--- src/rtl/assert_macros.svh ---
// Assertion helpers shared by the RTL.
`ifndef ASSERT_MACROS_SVH
`define ASSERT_MACROS_SVH

// Checked only while out of reset.
`define AGB_ASSERT(lbl, prop, msg) \
  lbl: assert property (@(posedge clk) disable iff (rst) prop) else $error(msg);

// Checked at every edge, reset included.
`define AGB_ASSERT_ALWAYS(lbl, prop, msg) \
  lbl: assert property (@(posedge clk) prop) else $error(msg);

`endif

--- src/rtl/agbkf_pkg.sv ---
package agbkf_pkg;

  localparam int COV_BITS   = 30;
  localparam int DT_BITS    = 16;
  localparam int NOISE_BITS = 16;
  localparam int NOISE_SH   = COV_BITS - NOISE_BITS;
  localparam int DIV_STEPS  = 62;
  localparam int CNT_W      = 6;
  localparam int SUM_W      = 68;

  localparam logic [NOISE_BITS-1:0] APN_RESET = 16'd393;
  localparam logic [NOISE_BITS-1:0] BPN_RESET = 16'd655;
  localparam logic [NOISE_BITS-1:0] MN_RESET  = 16'd1311;

  localparam logic [1:0] REG_APN = 2'd0;
  localparam logic [1:0] REG_BPN = 2'd1;
  localparam logic [1:0] REG_MN  = 2'd2;

  typedef enum logic [2:0] {
    ST_IDLE,
    ST_MUL,
    ST_ACC,
    ST_DIV_SETUP,
    ST_DIV,
    ST_DIV_DONE,
    ST_OUT
  } state_t;

  typedef enum logic [3:0] {
    OP_ANG_P,
    OP_AA_P,
    OP_AB_P,
    OP_BA_P,
    OP_BB_P,
    OP_AA_C,
    OP_AB_C,
    OP_BA_C,
    OP_BB_C,
    OP_ANG_C,
    OP_BIAS_C
  } op_t;

  function automatic logic signed [31:0] sat32(input logic signed [SUM_W-1:0] x);
    logic signed [SUM_W-1:0] hi;
    logic signed [SUM_W-1:0] lo;
    hi = SUM_W'(64'sh7FFF_FFFF);
    lo = -SUM_W'(64'sh8000_0000);
    if (x > hi) begin
      return 32'sh7FFF_FFFF;
    end else if (x < lo) begin
      return 32'sh8000_0000;
    end
    return x[31:0];
  endfunction

endpackage

--- src/rtl/angle_gyro_bias_kalman_filter.sv ---
// Channel | Handshake            | Beat contents
// in      | in_valid / in_stall  | angle_meas, gyro_rate, time_step
// out     | out_valid / out_stall| angle_est, rate_est
// cfg     | cfg_valid / cfg_ready| cfg_index, cfg_data
// A beat runs from accept to the next accept through eleven multiply/accumulate steps
// (a multiply state and an accumulate state each) on one shared 34x33 multiplier, two
// restoring divisions of 62 quotient bits (one quotient bit a cycle), each with a setup
// and a finishing state around it, one output state and the idle state.
// rst is synchronous, active high; it restores the filter state and the noise registers.
// in_stall stays high from accept until the result sits in the output register;
// a stalled output holds the block in its final state until the previous beat leaves.
`include "assert_macros.svh"

module angle_gyro_bias_kalman_filter (
  input  logic                clk,
  input  logic                rst,
  input  logic                in_valid,
  output logic                in_stall,
  input  logic signed [24:0]  angle_meas,
  input  logic signed [27:0]  gyro_rate,
  input  logic [15:0]         time_step,
  output logic                out_valid,
  input  logic                out_stall,
  output logic signed [31:0]  angle_est,
  output logic signed [31:0]  rate_est,
  input  logic                cfg_valid,
  output logic                cfg_ready,
  input  logic [1:0]          cfg_index,
  input  logic [15:0]         cfg_data
);

  localparam int SW = agbkf_pkg::SUM_W;

  agbkf_pkg::state_t state, state_next;
  agbkf_pkg::op_t    op;

  // Noise settings
  logic [15:0] apn, bpn, mn;

  // Filter state
  logic signed [31:0] angle, bias, cov_aa, cov_ab, cov_ba, cov_bb;

  // Captured sample
  logic signed [24:0] meas;
  logic signed [27:0] gyro;
  logic [15:0]        dt;

  // Gains and correction operands
  logic signed [31:0] k0, k1, e32, t0, t1;

  // Shared multiplier
  logic signed [33:0] mul_a;
  logic signed [32:0] mul_b;
  logic signed [66:0] prod;
  logic signed [31:0] acc_base;
  logic               acc_sh30;
  logic               acc_sub;
  logic signed [SW-1:0] rnd;
  logic signed [SW-1:0] acc_sum;
  logic signed [31:0]   acc_res;

  // Divider
  logic                         div_sel;
  logic [agbkf_pkg::CNT_W-1:0]  div_cnt;
  logic [33:0]                  div_rem;
  logic [33:0]                  div_den;
  logic [61:0]                  div_dvd;
  logic [61:0]                  div_q;
  logic                         div_neg;
  logic [34:0]                  div_r2;
  logic signed [33:0]           var_s;
  logic signed [31:0]           div_num;
  logic [31:0]                  num_mag;
  logic signed [SW-1:0]         q_signed;
  logic signed [31:0]           gain;

  assign cfg_ready = 1'b1;
  assign in_stall  = (state != agbkf_pkg::ST_IDLE);

  // Operand selection for the current step
  always_comb begin
    mul_a    = '0;
    mul_b    = '0;
    acc_base = '0;
    acc_sh30 = 1'b0;
    acc_sub  = 1'b0;
    unique case (op)
      agbkf_pkg::OP_ANG_P: begin
        mul_a    = 34'(gyro) - 34'(bias);
        mul_b    = $signed({17'd0, dt});
        acc_base = angle;
      end
      agbkf_pkg::OP_AA_P: begin
        mul_a    = $signed({4'd0, apn, 14'd0}) - 34'(cov_ab) - 34'(cov_ba);
        mul_b    = $signed({17'd0, dt});
        acc_base = cov_aa;
      end
      agbkf_pkg::OP_AB_P: begin
        mul_a    = -34'(cov_bb);
        mul_b    = $signed({17'd0, dt});
        acc_base = cov_ab;
      end
      agbkf_pkg::OP_BA_P: begin
        mul_a    = -34'(cov_bb);
        mul_b    = $signed({17'd0, dt});
        acc_base = cov_ba;
      end
      agbkf_pkg::OP_BB_P: begin
        mul_a    = $signed({4'd0, bpn, 14'd0});
        mul_b    = $signed({17'd0, dt});
        acc_base = cov_bb;
      end
      agbkf_pkg::OP_AA_C: begin
        mul_a = 34'(k0); mul_b = 33'(t0); acc_base = cov_aa;
        acc_sh30 = 1'b1; acc_sub = 1'b1;
      end
      agbkf_pkg::OP_AB_C: begin
        mul_a = 34'(k0); mul_b = 33'(t1); acc_base = cov_ab;
        acc_sh30 = 1'b1; acc_sub = 1'b1;
      end
      agbkf_pkg::OP_BA_C: begin
        mul_a = 34'(k1); mul_b = 33'(t0); acc_base = cov_ba;
        acc_sh30 = 1'b1; acc_sub = 1'b1;
      end
      agbkf_pkg::OP_BB_C: begin
        mul_a = 34'(k1); mul_b = 33'(t1); acc_base = cov_bb;
        acc_sh30 = 1'b1; acc_sub = 1'b1;
      end
      agbkf_pkg::OP_ANG_C: begin
        mul_a = 34'(k0); mul_b = 33'(e32); acc_base = angle;
        acc_sh30 = 1'b1;
      end
      agbkf_pkg::OP_BIAS_C: begin
        mul_a = 34'(k1); mul_b = 33'(e32); acc_base = bias;
        acc_sh30 = 1'b1;
      end
      default: begin
        mul_a = '0;
      end
    endcase
  end

  // Round half up, then add or subtract into the base and saturate
  always_comb begin
    if (acc_sh30) begin
      rnd = (SW'(prod) + SW'(68'sd536870912)) >>> agbkf_pkg::COV_BITS;
    end else begin
      rnd = (SW'(prod) + SW'(68'sd32768)) >>> agbkf_pkg::DT_BITS;
    end
    acc_sum = acc_sub ? (SW'(acc_base) - rnd) : (SW'(acc_base) + rnd);
    acc_res = agbkf_pkg::sat32(acc_sum);
  end

  // Divider datapath
  always_comb begin
    var_s   = $signed({4'd0, mn, 14'd0}) + 34'(cov_aa);
    div_num = div_sel ? cov_ba : cov_aa;
    num_mag = div_num[31] ? (32'd0 - 32'(div_num)) : 32'(div_num);
    div_r2  = {div_rem, div_dvd[61]};
    q_signed = div_neg ? -$signed({6'd0, div_q}) : $signed({6'd0, div_q});
    gain     = agbkf_pkg::sat32(q_signed);
  end

  // Sequencer
  always_ff @(posedge clk) begin
    if (rst) begin
      state <= agbkf_pkg::ST_IDLE;
    end else begin
      state <= state_next;
    end
  end

  always_comb begin
    state_next = state;
    unique case (state)
      agbkf_pkg::ST_IDLE: begin
        if (in_valid) state_next = agbkf_pkg::ST_MUL;
      end
      agbkf_pkg::ST_MUL: begin
        state_next = agbkf_pkg::ST_ACC;
      end
      agbkf_pkg::ST_ACC: begin
        priority if (op == agbkf_pkg::OP_BB_P) begin
          state_next = agbkf_pkg::ST_DIV_SETUP;
        end else if (op == agbkf_pkg::OP_BIAS_C) begin
          state_next = agbkf_pkg::ST_OUT;
        end else begin
          state_next = agbkf_pkg::ST_MUL;
        end
      end
      agbkf_pkg::ST_DIV_SETUP: begin
        state_next = (var_s > 34'sd0) ? agbkf_pkg::ST_DIV : agbkf_pkg::ST_DIV_DONE;
      end
      agbkf_pkg::ST_DIV: begin
        if (div_cnt == agbkf_pkg::CNT_W'(agbkf_pkg::DIV_STEPS - 1)) begin
          state_next = agbkf_pkg::ST_DIV_DONE;
        end
      end
      agbkf_pkg::ST_DIV_DONE: begin
        state_next = div_sel ? agbkf_pkg::ST_MUL : agbkf_pkg::ST_DIV_SETUP;
      end
      agbkf_pkg::ST_OUT: begin
        if (!out_valid || !out_stall) state_next = agbkf_pkg::ST_IDLE;
      end
      default: begin
        state_next = agbkf_pkg::ST_IDLE;
      end
    endcase
  end

  // Control registers: step index, divider select and count, output valid
  always_ff @(posedge clk) begin
    if (rst) begin
      op        <= agbkf_pkg::OP_ANG_P;
      div_sel   <= 1'b0;
      div_cnt   <= '0;
      out_valid <= 1'b0;
    end else begin
      // load a new beat, or drop the current one once taken
      if (state == agbkf_pkg::ST_OUT && (!out_valid || !out_stall)) begin
        out_valid <= 1'b1;
      end else if (out_valid && !out_stall) begin
        out_valid <= 1'b0;
      end
      unique case (state)
        agbkf_pkg::ST_IDLE: begin
          op      <= agbkf_pkg::OP_ANG_P;
          div_sel <= 1'b0;
        end
        agbkf_pkg::ST_ACC: begin
          if (op != agbkf_pkg::OP_BB_P && op != agbkf_pkg::OP_BIAS_C) begin
            op <= agbkf_pkg::op_t'(op + 4'd1);
          end
        end
        agbkf_pkg::ST_DIV_SETUP: begin
          div_cnt <= '0;
        end
        agbkf_pkg::ST_DIV: begin
          div_cnt <= div_cnt + agbkf_pkg::CNT_W'(1);
        end
        agbkf_pkg::ST_DIV_DONE: begin
          div_cnt <= '0;
          if (div_sel) begin
            op <= agbkf_pkg::OP_AA_C;
          end
          div_sel <= 1'b1;
        end
        default: begin
          div_cnt <= div_cnt;
        end
      endcase
    end
  end

  // Noise settings and filter state
  always_ff @(posedge clk) begin
    if (rst) begin
      apn    <= agbkf_pkg::APN_RESET;
      bpn    <= agbkf_pkg::BPN_RESET;
      mn     <= agbkf_pkg::MN_RESET;
      angle  <= '0;
      bias   <= '0;
      cov_aa <= 32'sh4000_0000;
      cov_ab <= '0;
      cov_ba <= '0;
      cov_bb <= 32'sh4000_0000;
    end else begin
      if (cfg_valid && cfg_ready) begin
        unique case (cfg_index)
          agbkf_pkg::REG_APN: apn <= cfg_data;
          agbkf_pkg::REG_BPN: bpn <= cfg_data;
          agbkf_pkg::REG_MN:  mn  <= cfg_data;
          default: ;
        endcase
      end
      if (state == agbkf_pkg::ST_ACC) begin
        unique case (op)
          agbkf_pkg::OP_ANG_P, agbkf_pkg::OP_ANG_C: angle  <= acc_res;
          agbkf_pkg::OP_AA_P,  agbkf_pkg::OP_AA_C:  cov_aa <= acc_res;
          agbkf_pkg::OP_AB_P,  agbkf_pkg::OP_AB_C:  cov_ab <= acc_res;
          agbkf_pkg::OP_BA_P,  agbkf_pkg::OP_BA_C:  cov_ba <= acc_res;
          agbkf_pkg::OP_BB_P,  agbkf_pkg::OP_BB_C:  cov_bb <= acc_res;
          agbkf_pkg::OP_BIAS_C:                     bias   <= acc_res;
          default: ;
        endcase
      end
    end
  end

  // Datapath registers without reset
  always_ff @(posedge clk) begin
    if (state == agbkf_pkg::ST_IDLE && in_valid) begin
      meas <= angle_meas;
      gyro <= gyro_rate;
      dt   <= time_step;
    end
    if (state == agbkf_pkg::ST_MUL) begin
      prod <= mul_a * mul_b;
    end
    if (state == agbkf_pkg::ST_DIV_SETUP) begin
      if (!div_sel) begin
        // capture innovation and pre-correction covariance once per beat
        e32 <= agbkf_pkg::sat32(SW'(meas) - SW'(angle));
        t0  <= cov_aa;
        t1  <= cov_ab;
      end
      div_rem <= '0;
      div_den <= 34'(var_s);
      div_dvd <= {num_mag, 30'd0};
      div_q   <= '0;
      div_neg <= div_num[31] && (var_s > 34'sd0);
    end
    if (state == agbkf_pkg::ST_DIV) begin
      if (div_r2 >= {1'b0, div_den}) begin
        div_rem <= 34'(div_r2 - {1'b0, div_den});
        div_q   <= {div_q[60:0], 1'b1};
      end else begin
        div_rem <= div_r2[33:0];
        div_q   <= {div_q[60:0], 1'b0};
      end
      div_dvd <= {div_dvd[60:0], 1'b0};
    end
    if (state == agbkf_pkg::ST_DIV_DONE) begin
      if (div_sel) k1 <= gain;
      else         k0 <= gain;
    end
    if (state == agbkf_pkg::ST_OUT && (!out_valid || !out_stall)) begin
      angle_est <= angle;
      rate_est  <= agbkf_pkg::sat32(SW'(gyro) - SW'(bias));
    end
  end

  `AGB_ASSERT(a_accept_starts, (in_valid && !in_stall) |=> (state == agbkf_pkg::ST_MUL && op == agbkf_pkg::OP_ANG_P), "accepted beat did not start the first step")
  `AGB_ASSERT(a_out_from_final, $rose(out_valid) |-> ($past(state) == agbkf_pkg::ST_OUT), "result shown outside the final state")
  `AGB_ASSERT(a_div_den_pos, (state == agbkf_pkg::ST_DIV) |-> (div_den != 34'd0 && !div_den[33]), "division with non-positive divisor")
  `AGB_ASSERT(a_div_cnt_range, div_cnt <= agbkf_pkg::CNT_W'(agbkf_pkg::DIV_STEPS), "divider count out of range")

endmodule

--- config.mk ---
export PLATFORM = sky130hd
export DESIGN_NAME = angle_gyro_bias_kalman_filter
export DESIGN_NICKNAME = d
export VERILOG_FILES = /design/src/rtl/agbkf_pkg.sv /design/src/rtl/angle_gyro_bias_kalman_filter.sv
export VERILOG_INCLUDE_DIRS = /design/src /design/src/rtl
export SDC_FILE = /design/constraint.sdc
export NUM_CORES = 2
export LEC_CHECK = 0
export BUFFER_PORTS_ARGS = -buffer_cell sky130_fd_sc_hd__buf_2
export CELL_PAD_IN_SITES_DETAIL_PLACEMENT = 0
export CELL_PAD_IN_SITES_GLOBAL_PLACEMENT = 1
export CORE_ASPECT_RATIO = 1.1
export CORE_MARGIN = 2
export CORE_UTILIZATION = 50
export CTS_CLUSTER_DIAMETER = 50
export DETAILED_ROUTE_END_ITERATION = 8
export PLACE_DENSITY_LB_ADDON = 0.1
export SKIP_LAST_GASP = 1
export SLEW_MARGIN = 20
export SYNTH_ARGS = -nofsm -noshare
export SYNTH_HDL_FRONTEND = slang
export SYNTH_SLANG_ARGS = --single-unit
--- constraint.sdc ---
create_clock -name clk -period 37.5 [get_ports clk]
set_input_delay 1.875 -clock clk [delete_from_list [all_inputs] [get_ports clk]]
set_output_delay 1.875 -clock clk [all_outputs]
set_load 0.01 [all_outputs]
# == Yosys cells after proc, flatten, opt, wreduce, memory -nomap -nowiden ==
# Index checks and enable logic that the tools add are counted.
# totals
ramBits,0
ff_bits,777
word_cells,187
out_inout_bits,67
latch_bits,0
inputBits,92
n_memories,0
mem_bits_ro,0
# classes
mul,1
n_mux,56
div,0
shifts,0
add_sub_neg,16
n_bitwise,1
magnitude_cmp,10
n_reduce_logical,46
n_eq_ne,26
# op_table
op,n
two-way mux 32 bit,14
two-way mux 62 bit,4
two-way mux 68 bit,3
one-hot mux 34 bit (6 select lines),1
one-hot mux 32 bit (6 select lines),1
> comparator 68 x 32 -> 1 bit (second input constant),2
less-than comparator 68 x 32 -> 1 bit (second input constant),2
one-hot mux 33 bit (4 select lines),1
two-way mux 34 bit,3
adder 32 x 68 -> 68 bit,1
adder 67 x 17 -> 68 bit (second input constant),1
adder 67 x 31 -> 68 bit (second input constant),1
negation 62 -> 68 bit,1
subtractor 32 x 68 -> 68 bit,1
multiplier 34 x 33 -> 67 bit,1
> comparator 33 x 32 -> 1 bit (second input constant),2
less-than comparator 33 x 32 -> 1 bit (second input constant),2
subtractor 28 x 32 -> 33 bit,2
>= comparator 35 x 34 -> 1 bit,1
negation 32 -> 34 bit,1
subtractor 33 x 32 -> 34 bit,1
subtractor 34 bit,1
adder 31 x 32 -> 33 bit,1
> comparator 33 x 1 -> 1 bit (second input constant),1
43 further kinds,107

# == Longest topological paths before layout ==
# depth
word_depth,10
depth_mapped,50
mapped_depth_nobuf,49

# == Worst setup path after synthesis ==
# No wires, ideal clock.
# synth_path
path_type,flip-flop to flip-flop
from,register cov_ab[1]
to,"register prod[66], data pin"
setup_slack_ps,25469
setup_time_ps,135
arrival_ps,11895
stages_incl_launch_ff,43
t_required_ps,37365
period_less_slack_ps,12031
n_path_buf,2
path_cell_list,dfxtp_1 -> ha_1 -> inv_1 -> ha_1 -> fa_1 -> a21o_1 -> a21oi_1 -> o21bai_1 -> a21oi_1 -> o21bai_1 -> a21bo_2 -> a41oi_1 -> a211oi_1 -> nor3_1 -> o41ai_1 -> a21oi_1 -> a21o_1 -> a211oi_1 -> [7 not listed] -> fa_1 -> clkbuf_1 -> xnor2_1 -> xnor2_1 -> fa_1 -> fa_1 -> inv_1 -> fa_1 -> inv_1 -> ha_1 -> a21o_1 -> a21oi_1 -> nor2b_1 -> a311o_1 -> nor2_1 -> a211oi_1 -> or3_1 -> nand3_1
# synth_between
elab_chain_cells,4
# synth_rtl
item,line,rtl
from (decl),angle_gyro_bias_kalman_filter.sv:41,"logic signed [31:0] angle, bias, cov_aa, cov_ab, cov_ba, cov_bb;"
from (signal assigned),angle_gyro_bias_kalman_filter.sv:280,"agbkf_pkg::OP_AB_P, agbkf_pkg::OP_AB_C: cov_ab <= acc_res;"
subtractor 31 x 32 -> 33 bit,angle_gyro_bias_kalman_filter.sv:94,"mul_a = $signed({4'd0, apn, 14'd0}) - 34'(cov_ab) - 34'(cov_ba);"
subtractor 33 x 32 -> 34 bit,angle_gyro_bias_kalman_filter.sv:94,
one-hot mux 34 bit (6 select lines),angle_gyro_bias_kalman_filter.sv:87,unique case (op)
multiplier 34 x 33 -> 67 bit,angle_gyro_bias_kalman_filter.sv:298,prod <= mul_a * mul_b;
to (signal assigned),angle_gyro_bias_kalman_filter.sv:298,
to (decl),angle_gyro_bias_kalman_filter.sv:54,logic signed [66:0] prod;
# Every way passes these cells.
# A chain may end at the register's enable or synchronous reset.

# == Worst setup path in the final report ==
# layout_path
from,register bias[1]
to,"register prod[66], data pin"
# layout_between
elab_chain_cells,3
# layout_rtl
item,line,rtl
from (decl),angle_gyro_bias_kalman_filter.sv:41,
from (signal assigned),angle_gyro_bias_kalman_filter.sv:283,agbkf_pkg::OP_BIAS_C: bias <= acc_res;
subtractor 28 x 32 -> 33 bit,angle_gyro_bias_kalman_filter.sv:89,mul_a = 34'(gyro) - 34'(bias);
one-hot mux 34 bit (6 select lines),angle_gyro_bias_kalman_filter.sv:87,
multiplier 34 x 33 -> 67 bit,angle_gyro_bias_kalman_filter.sv:298,
# Every way passes these cells.

==> summary.txt <==
Outcome
  – Outcome: finished, violations left
  – Failing checks: design-rule violations

CTS
  – Post-CTS setup buffers: 0
  – CTS sink cnt: roughly 760
  – Post-CTS sizing: 0
  – TritonCTS clock tree: done
  – Clock tree buffer depth: 3
  – CTS hold repair buffers: 0
  – Worst-path clk slew: 70 ps
  – H-tree depth: 3
  – Cts bufs inserted: between 90 and 100
  – Root buffer selected by CTS: clkbuf_16
  – Clock latency at the later pin of the worst-skew pair: about 750 ps

Timing
  – Finish-stage setup viols: 0
  – Tmin final: 14640 ps
  – Final hold vios: 0
  – Final period util: 39.0%
  – Setup TNS: 0 ps
  – FMAX: about 0.068 GHz
  – Final Skew: 55.3 ps
  – Slew Viols, Final: 0
  – Slew margin rel.: 11.5%
  – RSZ-0062 raised after global routing: no
  – Worst-margin pin slew: 1320 ps

Floorplan
  – Width of the chip: 404 um
  – Die H: ~440 um
  – Row count: 161
  – Die ar.: 0.179 mm^2
  – Initial Utilization: 50.3%
  – Core Box Area: 0.175 mm^2
  – Ports: 159

Synth
  – Synth area leader: fa_1
  – Post-synthesis cell type count: 106
  – Count leader, synth: inv_1
  – Top cell type's share of synthesized area: 27.0%
  – Post-synth top cells: inv_1, fa_1, nand2_1
  – Async S/R FF share, synth: 0%
  – Seq/Total Area, Yosys: 23.2%
  – EDFF count, synth: 507
  – Post-synth top flop: edfxtp_1
  – Syn Nets: 11400
  – Warnings, synthesis: 0
  – Synth Area per Inst: 9.08 um^2
  – Cells after synthesis: 9675
  – Number of synthesized register bits: 762
  – Top post-synthesis cells by area: fa_1, edfxtp_1, inv_1, ha_1, dfxtp_1
  – Post-Syn Area: 0.0878 mm^2

Setup path
  – Critical Path Most Common Cell: fa_1
  – CP Capture Type: flip-flop
  – Critical path startpoint category: flip-flop
  – Critical path class: flip-flop to flip-flop
  – CP max stage delay: 840 ps
  – CP Max Fanout: 35
  – CP Data Arrival Time: 15080 ps
  – Critical Path Slowest Stage Cell: a211oi_1
  – Reg2Reg Setup Slack: 22860 ps
  – CP required: 37940 ps

Global routing
  – Grt met1 use: 51.1%
  – Vias in the first global route: 72500
  – Largest net degree at the start of global routing: 95
  – Wire length of the first global-routing pass: 496000 um
  – Tot GR Track Use: approximately two fifths
  – Remaining Overflow, GRT: 0
  – GR Layer Usage met3: 6.73%
  – Grt met2 use: 58.9%
  – Antenna violations before repair: 16
  – Busiest grt layer: met2

Cells and area
  – Synth-to-Final Area Change: 7.79%
  – Layout net count: 11400
  – Ratio of cells with drive above 1 in the final layout: 7.82%

Placed design
  – IO buf count: between 150 and 200
  – Final Wtd Congestion: 0.997
  – Final HPWL DP: 267000 um

Route
  – Via count: 72400
  – DRC errors left: 1
  – Initial DRC Count: 7584
  – Vias per cell: 6.04
  – Final antenna-violating net count: 0
  – WL per Instance: 28.3 um
  – DR pass1 iterations: 9
  – Detailed Route WL: 340000 um

Worst hold path
  – Hold/Removal Path Class: flip-flop to flip-flop

Run
  – Max Cap Violations: 0
critical path, delay by kind of cell (launching register included):
kind / cells / cell delay, ps
compound gates: 17 / 6400
fa+ha+maj: 10 / 4780
simple gates: 8 / 1450
buf+inv: 8 / 1240
flops: 1 / 380
xor+xnor: 1 / 80
registers in the layout, summed over array words and instances (netlist names), 28 cells and up:
name and cells:
div_q 62, prod 52, div_rem 34, div_den 33
angle 32, angle_est 32, bias 32, cov_aa 32
cov_ab 32, cov_ba 32, cov_bb 32, div_dvd 32
e32 32, k0 32, k1 32, rate_est 32
t0 32, t1 32, gyro 28
final timing paths:
check          start  cells after the start        to
max          bias[1]                     44  prod[66]
max reg2reg  bias[1]                     44  prod[66]
min reg2reg    mn[5]                      2     mn[5]
min            mn[5]                      2     mn[5]
layout make-up:
type,instances,area (um^2)
Inverter,1563,5870
Timing Repair Buffer,329,2080
Tap cell,2282,2860
Sequential cell,762,20300
Antenna cell,8,20.0
Fill cell,16200,80000
Clock buffer,109,2490
Clock inverter,65,813
Multi-Input combinational cell,6866,60200
routing by layer:
layer / wire length (um) / up-vias
li1: - / 31700
met3: 29500 / 687
met2: 151000 / 3462
met4: 21900 / 12
met1: 137000 / 36500
met5: 77 / -
metrics by stage:
stage | setup slack, ps | hold slack (ps) | utilization (%) | cells | area [um^2]
floorplan | 25470 | 420 | - | 9675 | 87800
global placement | 23350 | 450 | 52.3 | 11800 | 91300
detailed placement | 23250 | 459 | 52.3 | 11800 | 91300
CTS | 23170 | 465 | 54.2 | 12000 | 94600
global route | 22450 | 484 | 54.2 | 12000 | 94600
finish | 22860 | 466 | 54.2 | 12000 | 94600
kinds of logic (layout without fill, tap and decap cells):
kind of cell | after synthesis | after routing | share of synthesized area (%)
AO/OA/AOI/OAI | 1679 | 1679 | 13.6
flip-flops | 762 | 762 | 23.2
XOR/XNOR | 430 | 430 | 4.31
multiplexers | 57 | 57 | 0.661
other | 1 | 9 | 0.00427
AND/OR/NAND/NOR | 3027 | 3027 | 15.6
adder cells (fa/ha/maj) | 1672 | 1672 | 33.9
buffers and inverters | 2047 | 2066 | 8.83
cell usage in the layout (no fill, tap or decap), drive strengths merged, types with 184 or more instances in the layout:
master and instances:
xor2 184, ha 458, nor2 971, nand2 1124, o21ai 328, xnor2 246
a21oi 416, dfxtp 255, buf 327, a211oi 208, fa 1185, edfxtp 507
inv 1579
Power is left out: the tool's default activity adds up to more than one toggle a clock period on the data nets, which glitch-free logic cannot reach.
